### src/hw/rtl/wsfr_pkg.sv
package wsfr_pkg;

   // Result kinds
   localparam logic [2:0] KIND_TEXT    = 3'd0;
   localparam logic [2:0] KIND_END     = 3'd1;
   localparam logic [2:0] KIND_PONG    = 3'd2;
   localparam logic [2:0] KIND_ABANDON = 3'd3;
   localparam logic [2:0] KIND_CLOSED  = 3'd4;
   localparam logic [2:0] KIND_ERROR   = 3'd5;

   // Error codes
   localparam logic [1:0] ERR_NONE      = 2'd0;
   localparam logic [1:0] ERR_LEN64     = 2'd1;
   localparam logic [1:0] ERR_FRAME_LEN = 2'd2;
   localparam logic [1:0] ERR_MSG_LEN   = 2'd3;

   // Frame opcodes
   localparam logic [3:0] OP_CONT  = 4'h0;
   localparam logic [3:0] OP_TEXT  = 4'h1;
   localparam logic [3:0] OP_CLOSE = 4'h8;
   localparam logic [3:0] OP_PING  = 4'h9;

   // Header constants
   localparam logic [6:0]  LEN_EXT16      = 7'd126;
   localparam logic [6:0]  LEN_EXT64      = 7'd127;
   localparam logic [15:0] PING_MAX_LEN   = 16'd125;
   localparam logic [2:0]  MASK_KEY_BYTES = 3'd4;
   localparam logic [7:0]  PONG_FIRST     = 8'h8A;
   localparam logic [2:0]  PONG_HDR_LAST  = 3'd5;

   // Configuration register indexes
   localparam logic CSR_MAX_FRAME_LEN  = 1'b0;
   localparam logic CSR_DELIVERY_LIMIT = 1'b1;

   localparam logic [16:0] MAX_FRAME_LEN_RESET  = 17'h10000;
   localparam logic [16:0] DELIVERY_LIMIT_RESET = 17'h10000;

   // Command queue between parser and result sequencer
   localparam int QUEUE_DEPTH = 4;
   localparam int QUEUE_AW    = $clog2(QUEUE_DEPTH);
   localparam int QUEUE_CW    = $clog2(QUEUE_DEPTH + 1);

   // At most one command per parsed byte; the flags are emitted in declaration order
   typedef struct packed {
      logic       abandon;
      logic       error;
      logic [1:0] err_code;
      logic       pong_hdr;
      logic [6:0] pong_len;
      logic       text;
      logic       pong_byte;
      logic [7:0] data;
      logic       last;
      logic       text_end;
      logic       closed;
   } wsfr_cmd_type;

   function automatic logic cmd_any(input wsfr_cmd_type c);
      return c.abandon | c.error | c.pong_hdr | c.text | c.pong_byte | c.text_end | c.closed;
   endfunction

endpackage

### src/hw/rtl/wsfr_front.sv
module wsfr_front (
   input  logic                  clock,
   input  logic                  reset,
   input  logic                  byte_accept,
   input  logic [7:0]            rx_byte,
   input  logic [16:0]           max_frame_len,
   input  logic [16:0]           delivery_limit,
   output logic                  cmd_push,
   output wsfr_pkg::wsfr_cmd_type cmd
);
   import wsfr_pkg::*;

   typedef enum logic [5:0] {
      PH_FIRST   = 6'b000001,
      PH_SECOND  = 6'b000010,
      PH_EXT_HI  = 6'b000100,
      PH_EXT_LO  = 6'b001000,
      PH_MASK    = 6'b010000,
      PH_PAYLOAD = 6'b100000
   } wsfr_phase_type;

   wsfr_phase_type phase_ff, phase_in;
   logic        fin_ff, fin_in;
   logic [3:0]  opcode_ff, opcode_in;
   logic        mask_present_ff, mask_present_in;
   logic [7:0]  length_high_ff, length_high_in;
   logic [15:0] bytes_left_ff, bytes_left_in;
   logic [2:0]  mask_skip_ff, mask_skip_in;
   logic        assembling_ff, assembling_in;
   logic [16:0] assembled_count_ff, assembled_count_in;
   logic        halted_ff, halted_in;
   logic        pong_active_ff, pong_active_in;

   wsfr_cmd_type c;
   logic        is_data_op;
   logic        do_lk, do_hd, do_fd;
   logic [16:0] lk_len;
   logic [15:0] hd_len;
   logic        ab;
   logic [16:0] cnt;
   logic [17:0] sum;

   assign is_data_op = (opcode_ff == OP_CONT) || (opcode_ff == OP_TEXT);

   always_comb begin
      phase_in           = phase_ff;
      fin_in             = fin_ff;
      opcode_in          = opcode_ff;
      mask_present_in    = mask_present_ff;
      length_high_in     = length_high_ff;
      bytes_left_in      = bytes_left_ff;
      mask_skip_in       = mask_skip_ff;
      assembling_in      = assembling_ff;
      assembled_count_in = assembled_count_ff;
      halted_in          = halted_ff;
      pong_active_in     = pong_active_ff;
      c      = '0;
      do_lk  = 1'b0;
      do_hd  = 1'b0;
      do_fd  = 1'b0;
      lk_len = '0;
      hd_len = '0;
      ab     = assembling_ff;
      cnt    = assembled_count_ff;
      sum    = '0;

      if (byte_accept && !halted_ff) begin
         case (phase_ff)
            PH_FIRST: begin
               fin_in    = rx_byte[7];
               opcode_in = rx_byte[3:0];
               phase_in  = PH_SECOND;
            end
            PH_SECOND: begin
               mask_present_in = rx_byte[7];
               if (rx_byte[6:0] == LEN_EXT16) begin
                  phase_in = PH_EXT_HI;
               end else if (rx_byte[6:0] == LEN_EXT64) begin
                  c.error    = 1'b1;
                  c.err_code = ERR_LEN64;
                  halted_in  = 1'b1;
               end else begin
                  do_lk  = 1'b1;
                  lk_len = {10'd0, rx_byte[6:0]};
               end
            end
            PH_EXT_HI: begin
               length_high_in = rx_byte;
               phase_in       = PH_EXT_LO;
            end
            PH_EXT_LO: begin
               do_lk  = 1'b1;
               lk_len = {1'b0, length_high_ff, rx_byte};
            end
            PH_MASK: begin
               mask_skip_in = mask_skip_ff - 3'd1;
               if (mask_skip_ff == 3'd1) begin
                  do_hd  = 1'b1;
                  hd_len = bytes_left_ff;
               end
            end
            PH_PAYLOAD: begin
               if (is_data_op && assembling_ff) begin
                  if (({1'b0, assembled_count_ff} + 18'd1) < {1'b0, delivery_limit}) begin
                     c.text = 1'b1;
                     c.data = rx_byte;
                  end
                  assembled_count_in = assembled_count_ff + 17'd1;
               end else if (opcode_ff == OP_PING && pong_active_ff) begin
                  c.pong_byte = 1'b1;
                  c.data      = rx_byte;
                  c.last      = (bytes_left_ff == 16'd1);
               end
               bytes_left_in = bytes_left_ff - 16'd1;
               if (bytes_left_ff == 16'd1) do_fd = 1'b1;
            end
            default: begin
               phase_in = PH_FIRST;
            end
         endcase

         // Length known: check frame limit, then skip mask key or finish header
         if (do_lk) begin
            if (lk_len > max_frame_len) begin
               c.error    = 1'b1;
               c.err_code = ERR_FRAME_LEN;
               halted_in  = 1'b1;
            end else begin
               bytes_left_in = lk_len[15:0];
               if (mask_present_in) begin
                  mask_skip_in = MASK_KEY_BYTES;
                  phase_in     = PH_MASK;
               end else begin
                  do_hd  = 1'b1;
                  hd_len = lk_len[15:0];
               end
            end
         end

         // Header complete
         if (do_hd) begin
            if (opcode_ff == OP_TEXT) begin
               c.abandon = assembling_ff;
               cnt       = '0;
               ab        = 1'b1;
            end
            sum = {1'b0, cnt} + {2'b0, hd_len};
            assembling_in      = ab;
            assembled_count_in = cnt;
            if (is_data_op && ab && (sum > {1'b0, max_frame_len})) begin
               c.error    = 1'b1;
               c.err_code = ERR_MSG_LEN;
               halted_in  = 1'b1;
            end else begin
               pong_active_in = (opcode_ff == OP_PING) && (hd_len <= PING_MAX_LEN);
               if (pong_active_in) begin
                  c.pong_hdr = 1'b1;
                  c.pong_len = hd_len[6:0];
               end
               if (hd_len == 16'd0) do_fd = 1'b1;
               else phase_in = PH_PAYLOAD;
            end
         end

         // Frame complete
         if (do_fd) begin
            phase_in       = PH_FIRST;
            pong_active_in = 1'b0;
            if (opcode_ff == OP_CLOSE) begin
               c.closed  = 1'b1;
               halted_in = 1'b1;
            end else if (is_data_op && assembling_in && fin_ff) begin
               c.text_end         = 1'b1;
               assembling_in      = 1'b0;
               assembled_count_in = '0;
            end
         end
      end
   end

   assign cmd      = c;
   assign cmd_push = cmd_any(c);

   always_ff @(posedge clock) begin
      if (reset) begin
         phase_ff           <= PH_FIRST;
         fin_ff             <= 1'b0;
         opcode_ff          <= '0;
         mask_present_ff    <= 1'b0;
         length_high_ff     <= '0;
         bytes_left_ff      <= '0;
         mask_skip_ff       <= '0;
         assembling_ff      <= 1'b0;
         assembled_count_ff <= '0;
         halted_ff          <= 1'b0;
         pong_active_ff     <= 1'b0;
      end else begin
         phase_ff           <= phase_in;
         fin_ff             <= fin_in;
         opcode_ff          <= opcode_in;
         mask_present_ff    <= mask_present_in;
         length_high_ff     <= length_high_in;
         bytes_left_ff      <= bytes_left_in;
         mask_skip_ff       <= mask_skip_in;
         assembling_ff      <= assembling_in;
         assembled_count_ff <= assembled_count_in;
         halted_ff          <= halted_in;
         pong_active_ff     <= pong_active_in;
      end
   end

endmodule

### src/hw/rtl/wsfr_cmd_queue.sv
module wsfr_cmd_queue (
   input  logic                   clock,
   input  logic                   reset,
   input  logic                   push,
   input  wsfr_pkg::wsfr_cmd_type push_data,
   output logic                   full,
   input  logic                   pop,
   output wsfr_pkg::wsfr_cmd_type pop_data,
   output logic                   empty
);
   import wsfr_pkg::*;

   wsfr_cmd_type mem_ff [QUEUE_DEPTH];
   logic [QUEUE_AW-1:0] wr_ptr_ff, wr_ptr_in;
   logic [QUEUE_AW-1:0] rd_ptr_ff, rd_ptr_in;
   logic [QUEUE_CW-1:0] count_ff, count_in;
   logic do_push, do_pop;

   assign full     = (count_ff == QUEUE_CW'(QUEUE_DEPTH));
   assign empty    = (count_ff == '0);
   assign pop_data = mem_ff[rd_ptr_ff];
   assign do_push  = push && !full;
   assign do_pop   = pop && !empty;

   always_comb begin
      wr_ptr_in = wr_ptr_ff;
      rd_ptr_in = rd_ptr_ff;
      count_in  = count_ff;
      if (do_push) begin
         wr_ptr_in = (wr_ptr_ff == QUEUE_AW'(QUEUE_DEPTH - 1)) ? '0 : wr_ptr_ff + 1'b1;
      end
      if (do_pop) begin
         rd_ptr_in = (rd_ptr_ff == QUEUE_AW'(QUEUE_DEPTH - 1)) ? '0 : rd_ptr_ff + 1'b1;
      end
      if (do_push && !do_pop) count_in = count_ff + 1'b1;
      else if (do_pop && !do_push) count_in = count_ff - 1'b1;
   end

   always_ff @(posedge clock) begin
      if (do_push) mem_ff[wr_ptr_ff] <= push_data;
   end

   always_ff @(posedge clock) begin
      if (reset) begin
         wr_ptr_ff <= '0;
         rd_ptr_ff <= '0;
         count_ff  <= '0;
      end else begin
         wr_ptr_ff <= wr_ptr_in;
         rd_ptr_ff <= rd_ptr_in;
         count_ff  <= count_in;
      end
   end

endmodule

### src/hw/rtl/wsfr_back.sv
module wsfr_back (
   input  logic                   clock,
   input  logic                   reset,
   input  logic                   q_empty,
   input  wsfr_pkg::wsfr_cmd_type q_data,
   output logic                   q_pop,
   output logic                   rsp_valid,
   input  logic                   rsp_stall,
   output logic [2:0]             rsp_kind,
   output logic [7:0]             rsp_data,
   output logic                   rsp_pong_last,
   output logic [1:0]             rsp_error_code
);
   import wsfr_pkg::*;

   wsfr_cmd_type cur_ff, cur_in, nxt;
   logic         cur_valid_ff, cur_valid_in;
   logic [2:0]   idx_ff, idx_in;

   logic         rsp_valid_ff, rsp_valid_in;
   logic [2:0]   kind_ff, kind_in;
   logic [7:0]   data_ff, data_in;
   logic         last_ff, last_in;
   logic [1:0]   err_ff, err_in;

   logic         out_free, emit, load;
   logic [2:0]   e_kind;
   logic [7:0]   e_data;
   logic         e_last;
   logic [1:0]   e_err;

   assign out_free = !rsp_valid_ff || !rsp_stall;

   always_comb begin
      nxt    = cur_ff;
      idx_in = idx_ff;
      emit   = 1'b0;
      e_kind = KIND_TEXT;
      e_data = '0;
      e_last = 1'b0;
      e_err  = ERR_NONE;

      // Emit the first pending item of the current command
      if (cur_valid_ff && out_free) begin
         emit = 1'b1;
         if (cur_ff.abandon) begin
            e_kind      = KIND_ABANDON;
            nxt.abandon = 1'b0;
         end else if (cur_ff.error) begin
            e_kind    = KIND_ERROR;
            e_err     = cur_ff.err_code;
            nxt.error = 1'b0;
         end else if (cur_ff.pong_hdr) begin
            e_kind = KIND_PONG;
            case (idx_ff)
               3'd0:    e_data = PONG_FIRST;
               3'd1:    e_data = {1'b1, cur_ff.pong_len};
               default: e_data = '0;
            endcase
            if (idx_ff == PONG_HDR_LAST) begin
               e_last       = (cur_ff.pong_len == '0);
               nxt.pong_hdr = 1'b0;
               idx_in       = '0;
            end else begin
               idx_in = idx_ff + 3'd1;
            end
         end else if (cur_ff.text) begin
            e_kind   = KIND_TEXT;
            e_data   = cur_ff.data;
            nxt.text = 1'b0;
         end else if (cur_ff.pong_byte) begin
            e_kind        = KIND_PONG;
            e_data        = cur_ff.data;
            e_last        = cur_ff.last;
            nxt.pong_byte = 1'b0;
         end else if (cur_ff.text_end) begin
            e_kind       = KIND_END;
            nxt.text_end = 1'b0;
         end else begin
            e_kind     = KIND_CLOSED;
            nxt.closed = 1'b0;
         end
      end

      // Take the next command once the current one is drained
      load  = !cur_valid_ff || (emit && !cmd_any(nxt));
      q_pop = load && !q_empty;
      if (load) begin
         cur_valid_in = !q_empty;
         cur_in       = q_data;
         idx_in       = '0;
      end else begin
         cur_valid_in = 1'b1;
         cur_in       = nxt;
      end

      rsp_valid_in = rsp_valid_ff;
      kind_in      = kind_ff;
      data_in      = data_ff;
      last_in      = last_ff;
      err_in       = err_ff;
      if (out_free) begin
         rsp_valid_in = emit;
         kind_in      = e_kind;
         data_in      = e_data;
         last_in      = e_last;
         err_in       = e_err;
      end
   end

   always_ff @(posedge clock) begin
      if (reset) begin
         cur_valid_ff <= 1'b0;
         idx_ff       <= '0;
         rsp_valid_ff <= 1'b0;
      end else begin
         cur_valid_ff <= cur_valid_in;
         idx_ff       <= idx_in;
         rsp_valid_ff <= rsp_valid_in;
      end
   end

   always_ff @(posedge clock) begin
      cur_ff  <= cur_in;
      kind_ff <= kind_in;
      data_ff <= data_in;
      last_ff <= last_in;
      err_ff  <= err_in;
   end

   assign rsp_valid      = rsp_valid_ff;
   assign rsp_kind       = kind_ff;
   assign rsp_data       = data_ff;
   assign rsp_pong_last  = last_ff;
   assign rsp_error_code = err_ff;

endmodule

### src/hw/rtl/websocket_frame_receiver_core.sv
// WebSocket frame receiver: parses server-to-client frames one byte at a time.
// req_* carries received bytes (req_valid / req_stall). rsp_* carries results:
// text bytes, text end, pong bytes (pong frame with zero mask key), abandoned
// message, closed, and error with a code. csr_* writes max_frame_len (index 0)
// and delivery_limit (index 1); write only while no transaction is in flight.
// Throughput: one byte per cycle while req_stall is low. The parser turns each
// byte into at most one command that goes through a four-entry queue; the result
// sequencer emits one result per cycle while rsp_stall is low, so a ping header
// (six pong bytes) or a byte with several results holds the output until all are
// out, and the queue absorbs the burst. A byte's results pass through the queue,
// the current-command and output registers. req_stall rises only when the command
// queue is full, which follows from rsp_stall held high or from result bursts.
// Reset clears the parser to await a frame header, empties the queue and sets
// both registers to 65536. After a close frame or an error, every further byte
// is taken and ignored until reset.
module websocket_frame_receiver_core (
   input  logic        clock,
   input  logic        reset,
   input  logic        req_valid,
   output logic        req_stall,
   input  logic [7:0]  req_rx_byte,
   output logic        rsp_valid,
   input  logic        rsp_stall,
   output logic [2:0]  rsp_kind,
   output logic [7:0]  rsp_data,
   output logic        rsp_pong_last,
   output logic [1:0]  rsp_error_code,
   input  logic        csr_wr_en,
   input  logic        csr_index,
   input  logic [16:0] csr_wdata
);
   import wsfr_pkg::*;

   logic [16:0]  max_frame_len_ff;
   logic [16:0]  delivery_limit_ff;
   logic         byte_accept;
   logic         cmd_push;
   wsfr_cmd_type cmd;
   logic         q_full, q_empty, q_pop;
   wsfr_cmd_type q_data;

   always_ff @(posedge clock) begin
      if (reset) begin
         max_frame_len_ff  <= MAX_FRAME_LEN_RESET;
         delivery_limit_ff <= DELIVERY_LIMIT_RESET;
      end else if (csr_wr_en) begin
         case (csr_index)
            CSR_MAX_FRAME_LEN:  max_frame_len_ff  <= csr_wdata;
            CSR_DELIVERY_LIMIT: delivery_limit_ff <= csr_wdata;
            default: ;
         endcase
      end
   end

   assign req_stall   = q_full;
   assign byte_accept = req_valid && !req_stall;

   wsfr_front u_front (
      .clock          (clock),
      .reset          (reset),
      .byte_accept    (byte_accept),
      .rx_byte        (req_rx_byte),
      .max_frame_len  (max_frame_len_ff),
      .delivery_limit (delivery_limit_ff),
      .cmd_push       (cmd_push),
      .cmd            (cmd)
   );

   wsfr_cmd_queue u_queue (
      .clock     (clock),
      .reset     (reset),
      .push      (cmd_push),
      .push_data (cmd),
      .full      (q_full),
      .pop       (q_pop),
      .pop_data  (q_data),
      .empty     (q_empty)
   );

   wsfr_back u_back (
      .clock          (clock),
      .reset          (reset),
      .q_empty        (q_empty),
      .q_data         (q_data),
      .q_pop          (q_pop),
      .rsp_valid      (rsp_valid),
      .rsp_stall      (rsp_stall),
      .rsp_kind       (rsp_kind),
      .rsp_data       (rsp_data),
      .rsp_pong_last  (rsp_pong_last),
      .rsp_error_code (rsp_error_code)
   );

endmodule
### config.mk
export PLATFORM = sky130hd
export DESIGN_NAME = websocket_frame_receiver_core
export DESIGN_NICKNAME = d
export VERILOG_FILES = /design/src/hw/rtl/wsfr_pkg.sv /design/src/hw/rtl/wsfr_front.sv /design/src/hw/rtl/wsfr_cmd_queue.sv /design/src/hw/rtl/wsfr_back.sv /design/src/hw/rtl/websocket_frame_receiver_core.sv
export SDC_FILE = /design/constraint.sdc
export NUM_CORES = 1
export LEC_CHECK = 0
export BUFFER_PORTS_ARGS = -buffer_cell sky130_fd_sc_hd__buf_2
export CAP_MARGIN = 40
export CORE_MARGIN = 2
export CORE_UTILIZATION = 70
export CTS_BUF_LIST = sky130_fd_sc_hd__clkbuf_8
export DETAILED_ROUTE_END_ITERATION = 7
export GPL_ROUTABILITY_DRIVEN = 1
export PLACE_DENSITY = 0.95
export SLEW_MARGIN = 25
export SYNTH_ARGS = -nofsm -noshare
export SYNTH_HDL_FRONTEND = slang
export SYNTH_HIERARCHICAL = 1
export SYNTH_SLANG_ARGS = --single-unit
export TNS_END_PERCENT = 30
### constraint.sdc
create_clock -name clock -period 26.6 [get_ports clock]
set_input_delay 3.99 -clock clock [delete_from_list [all_inputs] [get_ports clock]]
set_output_delay 3.99 -clock clock [all_outputs]
set_load 0.05 [all_outputs]
# Word-level counts from Yosys, hierarchy flattened
# Memory sizes are Yosys's and may differ from the RTL's. A register that Yosys moved wholly into a read port is not among the register bits.
# Cells that the tools add are included.
dict set report totals {
  mem_bits_rw 100
  elab_cells 272
  n_memories 1
  regBits 144
  inputBits 31
}
dict set report classes {
  n_addsub 10
  muxes 141
  eq_ne 19
  bitwise_logic 16
  reduce_logical 46
  n_lt_le_gt_ge 4
}
# name depth width read_ports rd_clocked_by_memory_dff write_ports line
set mem_list {}
lappend mem_list {u_queue.mem_ff 4 25 1 1 1 wsfr_cmd_queue.sv:13} ;# wsfr_cmd_type mem_ff [QUEUE_DEPTH];
# cell n
set op_table {}
lappend op_table {{$mux 17} 11}
lappend op_table {{$mux 16} 9}
lappend op_table {{$mux 1} 61}
lappend op_table {{$mux 8} 7}
lappend op_table {{$mux 3} 18}
lappend op_table {{$mux 25} 2}
lappend op_table {{$mux 6} 8}
lappend op_table {{$mux 2} 17}
lappend op_table {{$pmux 17 s2} 1}
lappend op_table {{$pmux 6 s4} 1}
lappend op_table {{$add 17x1->18 const B} 1}
lappend op_table {{$add 17x16->18} 1}
lappend op_table {{$gt 18x17->1} 1}
lappend op_table {{$lt 18x17->1} 1}
lappend op_table {{$add 17x1->17 const B} 1}
lappend op_table {{$gt 17x17->1} 1}
lappend op_table {{$eq 16x1->1 const B} 1}
lappend op_table {{$le 16x7->1 const B} 1}
lappend op_table {{$logic_and 1x1->1} 16}
lappend op_table {{$logic_not 16->1} 1}
lappend op_table {{$pmux 8 s2} 1}
lappend op_table {{$sub 16x1->16 const B} 1}
lappend op_table {{$eq 7x7->1 const B} 2}
lappend op_table {{$mux 12} 1}
lappend op_table {{32 further kinds} 71}

# Depth between registers and ports, before layout
dict set report logic_depth {
  ltp_word 30
  depth_mapped 46
  mapped_depth_nobuf 45
}

# Cells and area by module
# The synthesis kept the hierarchy.
# mod area_per_inst_um2 cells_per_inst instances seq_area_each_um2
set by_module_without_submodules {}
lappend by_module_without_submodules {wsfr_front 6353.6 862 1 1181.1}
lappend by_module_without_submodules {wsfr_cmd_queue 4097.7 181 1 3183.1}
lappend by_module_without_submodules {wsfr_back 1791.7 136 1 1201.2}
lappend by_module_without_submodules {websocket_frame_receiver_core 1441.4 133 1 680.7}

# Least setup slack after synthesis
# OpenSTA, ideal clock, no wires.
dict set report synth_path {
  kind {input -> register}
  start {in req_rx_byte[6]}
  end {reg u_queue.count_ff[2]}
  stages 44
  path_slack_ns 13.614
  t_required_ns 26.530
  arrival_time_ns 12.916
  path_cell_list {clkbuf_1 > nand2_1 > nor3_1 > o21ai_1 > buf_2 > and2_1 > ha_1 > a21oi_1 > o21ai_0 > a2bb2oi_1 > nand3_2 > o21ai_2 > clkbuf_1 > a22o_1 > ha_1 > inv_1 > fa_1 > a221oi_1 > [8 not listed] > a21o_1 > a2111oi_0 > o211ai_1 > a21oi_1 > o41ai_4 > o221a_2 > o21ai_2 > a21oi_4 > nor3b_1 > or4b_1 > inv_1 > nor2_2 > ha_1 > inv_1 > fa_1 > xor2_1 > or3_2 > a21oi_1}
}
# item line
set synth_lines {}
lappend synth_lines {{start, declared} websocket_frame_receiver_core.sv:21} ;# input logic [7:0] req_rx_byte,
lappend synth_lines {{end signal, assigned} wsfr_cmd_queue.sv:51} ;# count_ff <= count_in;
lappend synth_lines {{end, declared} wsfr_cmd_queue.sv:16} ;# logic [QUEUE_CW-1:0] count_ff, count_in;

==> summary.md <==
| Metric | Value |
|---|---|
| Run status | `completed` |
| Clock Skews | `0.0242 ns` |
| Final Wtd Congestion | `0.963` |
| Peak VDD IR | `0.0000393 V` |
| Setup tns final | `0 ns` |
| Worst r2r dst | `u_queue/count_ff[2]$_SDFFE_PP0P_` |
| Worst Reg-to-Reg Cells | `44` |
| Count leader, synth | `edfxtp_1` |
| Sw Pwr | `0.000190 W` |
| Pint | `0.000587 W` |
| Comb power frac | `6.6%` |
| Sink Count | `246` |
| WP data required | `27.06 ns` |
| Async SR Flop Fraction | `0%` |
| Post-synth cell types | `110` |
| Clock buffer count from CTS | `40` |
| Congestion Overflow GR | `0` |
| Die extent in y | `144 µm` |
| Port Buffers | `46` |
| Via Count | `10893` |
| First-pass GRT wire length | `54900 µm` |
| Commonest cells post-synth | `edfxtp_1, nor2_1, dfxtp_1, a21oi_1, nand2_1` |
| Synth top area share | `29.0%` |
| Site row count | `51` |
| Hold Crit Depth | `2` |
| Slowest Stage Delay on Critical Path | `0.70 ns` |
| Post-synth EDFFs | `132` |
| Vias in the first global route | `10565` |
| Die width | `144 µm` |
| Clk_lat worst skew | `0.56 ns` |
| Routed len/inst | `21.5 µm` |
| Count of state elements after synthesis | `246` |
| Full die area | `0.0207 mm²` |
| Post-route cell area | `0.0148 mm²` |
| Main synth FF type | `edfxtp_1` |
| Setup violators final | `0` |
| Switching Share | `24.5%` |
| Ys Warns | `6` |
| Fin util | `76.7%` |
| Area contributors post-synth | `edfxtp_1, dfxtp_1, ha_1` |
| Core area | `0.0193 mm²` |
| Worst-Margin Slew | `0.892 ns` |
| ANT cells | `0` |
| Reg-to-reg startpoint | `u_front/phase_ff[3]$_SDFFE_PP0P_` |
| Worst Setup Path Type | `input port to flop` |
| Reg clk slew, reported paths | `0.06 ns` |
| Final worst path period share | `53.7%` |
| Total wire length | `35400 µm` |
| Most frequent CP cell | `a21oi_1` |
| Post-CTS sizing | `0` |
| Hold Path Sink | `delivery_limit_ff[14]$_SDFFE_PP0P_` |
| Final Hold Vio Count | `0` |
| Syn nets | `1416` |
| Final non-filler cell total | `1645` |
| RSZ-0062 raised after global routing | `no` |
| Hold WC Path Type | `flop to flop` |
| PD cells | `52.3 mW/mm²` |
| Crit Path Max Fanout | `17` |
| Initial antenna violation count | `0` |
| Synthesized area per cell | `10.4 µm²` |
| Number of max-cap violations | `0` |
| Placed inst area | `0.0140 mm²` |
| Peak Freq | `70.0 MHz` |
| Pre-antenna DRT Iters | `5` |
| Sequential power share | `52.3%` |
| Post-Syn Area | `0.0137 mm²` |
| Synth area leader | `edfxtp_1` |
| Crit path setup slack, layout | `12.31 ns` |
| Largest net degree at the start of global routing | `61` |
| Synth-to-layout area growth | `8.43%` |
| Slew Limit Fails | `0` |
| Number of post-CTS setup repair buffers | `0` |
| Slew headroom | `39.9%` |
| TritonCTS clock tree | `yes` |
| Dpl ws | `12.03 ns` |
| Starting Density | `70.8%` |
| Net count, final | `1452` |
| Io pins | `47` |
| Post-synthesis sequential area ratio | `45.6%` |
| H-tree Lvls | `2` |
| CP Capture Type | `flop` |
| Drt drc | `0` |
| Static Leak | `5.88 nW` |
| Slowest CP cell | `o21ai_2` |
| CTS Hold Buffers Added | `0` |
| Minimum clock period | `14.29 ns` |
| Hpwl dp | `24600 µm` |
| Gr usage total | `34.4%` |
| Placed Instances | `1568` |
| Vias/cell | `6.62` |
| Routed Antenna Nets | `0` |
| Clock Power Share | `41.1%` |
| Buffer depth of the longest clock path | `3` |
| Hold wc startpoint | `delivery_limit_ff[14]$_SDFFE_PP0P_` |
| Drt initial violations | `1051` |
| R2r setup slk | `15.12 ns` |
| CTS root buf | `clkbuf_8` |
| Startpoint types | `input port` |
| Layout cell share with drive strength beyond 1 | `14.3%` |
| CP Data Arrival Time | `14.75 ns` |
| Synth Instances | `1312` |
## final cells by class
type,count,area (µm²)
clock buffer,45,619
clock inverter,29,159
fill,1204,4500
inverter,75,287
multi-input combinational,928,6840
sequential,246,6250
tap,265,332
timing repair buffer,57,357
## registers in the layout (all words and copies together), names as in the netlist, 2 cells and up, named ones only
| signal | cells |
|---|---|
| u_back/cur_ff | 25 |
| u_front/mask_skip_ff | 3 |
| u_front/length_high_ff | 8 |
| delivery_limit_ff | 17 |
| u_front/bytes_left_ff | 16 |
| u_back/idx_ff | 3 |
| u_front/opcode_ff | 4 |
| u_back/rsp_data | 8 |
| u_queue/rd_ptr_ff | 2 |
| u_front/assembled_count_ff | 17 |
| u_back/rsp_error_code | 2 |
| u_back/rsp_kind | 3 |
| u_queue/mem_ff | 100 |
| u_front/phase_ff | 6 |
| u_queue/count_ff | 3 |
| max_frame_len_ff | 17 |
| u_queue/wr_ptr_ff | 2 |
## per-layer routing
layer | up-vias | wire (µm) | track usage, %
met5 | - | 0 | 0
met3 | 162 | 2730 | 6.43
met2 | 644 | 17500 | 60.2
met4 | 0 | 2150 | 19.4
met1 | 5178 | 13000 | 39.7
li1 | 4909 | - | -
## how the worst max path moves through the flow
stage / slack, ns / from / cells past startpoint / endpoint
global placement: 12.65 / req_rx_byte[6] / 45 / u_queue/count_ff[2]$_SDFFE_PP0P_
CTS: 12.54 / req_rx_byte[6] / 45 / u_queue/count_ff[2]$_SDFFE_PP0P_
global route: 11.36 / req_rx_byte[6] / 45 / u_queue/count_ff[2]$_SDFFE_PP0P_
finish: 12.31 / req_rx_byte[6] / 45 / u_queue/count_ff[2]$_SDFFE_PP0P_
floorplan: 13.61 / req_rx_byte[6] / 44 / u_queue/count_ff[2]$_SDFFE_PP0P_
detailed placement: 12.03 / req_rx_byte[6] / 45 / u_queue/count_ff[2]$_SDFFE_PP0P_
## cell families after synthesis
kind of cell             count (synthesis)  synth area share [%]
adder cells (fa/ha/maj)                 74                  6.86
AO/OA/AOI/OAI                          305                  16.0
multiplexers                            71                  7.48
buffers and inverters                  138                  4.45
flip-flops                             246                  45.6
AND/OR/NAND/NOR                        439                  17.1
XOR/XNOR                                39                  2.50
## per-stage QoR
step | hold slack, ns | total power, W
final | 0.474 | 0.000777
after detailed placement | 0.471 | 0.000463
after global routing | 0.488 | 0.000802
after global placement | 0.460 | 0.000461
after CTS | 0.480 | 0.000778
after floorplan | 0.446 | 0.000448
## cells in the final DEF, fill, tap and decap left out, drive strengths merged, types with 28 or more instances in the layout
cell type  netlist  layout
nand2b          54      54
nand2           81      81
dfxtp          114     114
nor2           125     125
ha              71      71
a21oi           84      84
clkbuf          40      45
buf             23      57
edfxtp         132     132
and3            30      30
inv             74      90
o21ai           63      63
mux2i           46      46
nor3            28      28
and2            30      30
a22oi           30      30
## critical path, delay by kind of cell
kind                     cells  cell delay (ns)
AO/OA/AOI/OAI               25             5.81
AND/OR/NAND/NOR              9             2.65
adder cells (fa/ha/maj)      5             1.38
buffers and inverters        4             0.55
XOR/XNOR                     2             0.31
## power groups by stage
stage	registers [W]	logic (W)	clock network, W
finish	0.000406	0.0000515	0.000319
global route	0.000406	0.0000554	0.000340
CTS	0.000406	0.0000496	0.000322
detailed placement	0.000414	0.0000489	0
global placement	0.000414	0.0000468	0
floorplan	0.000412	0.0000359	0
(Power assumes the default switching activity.)
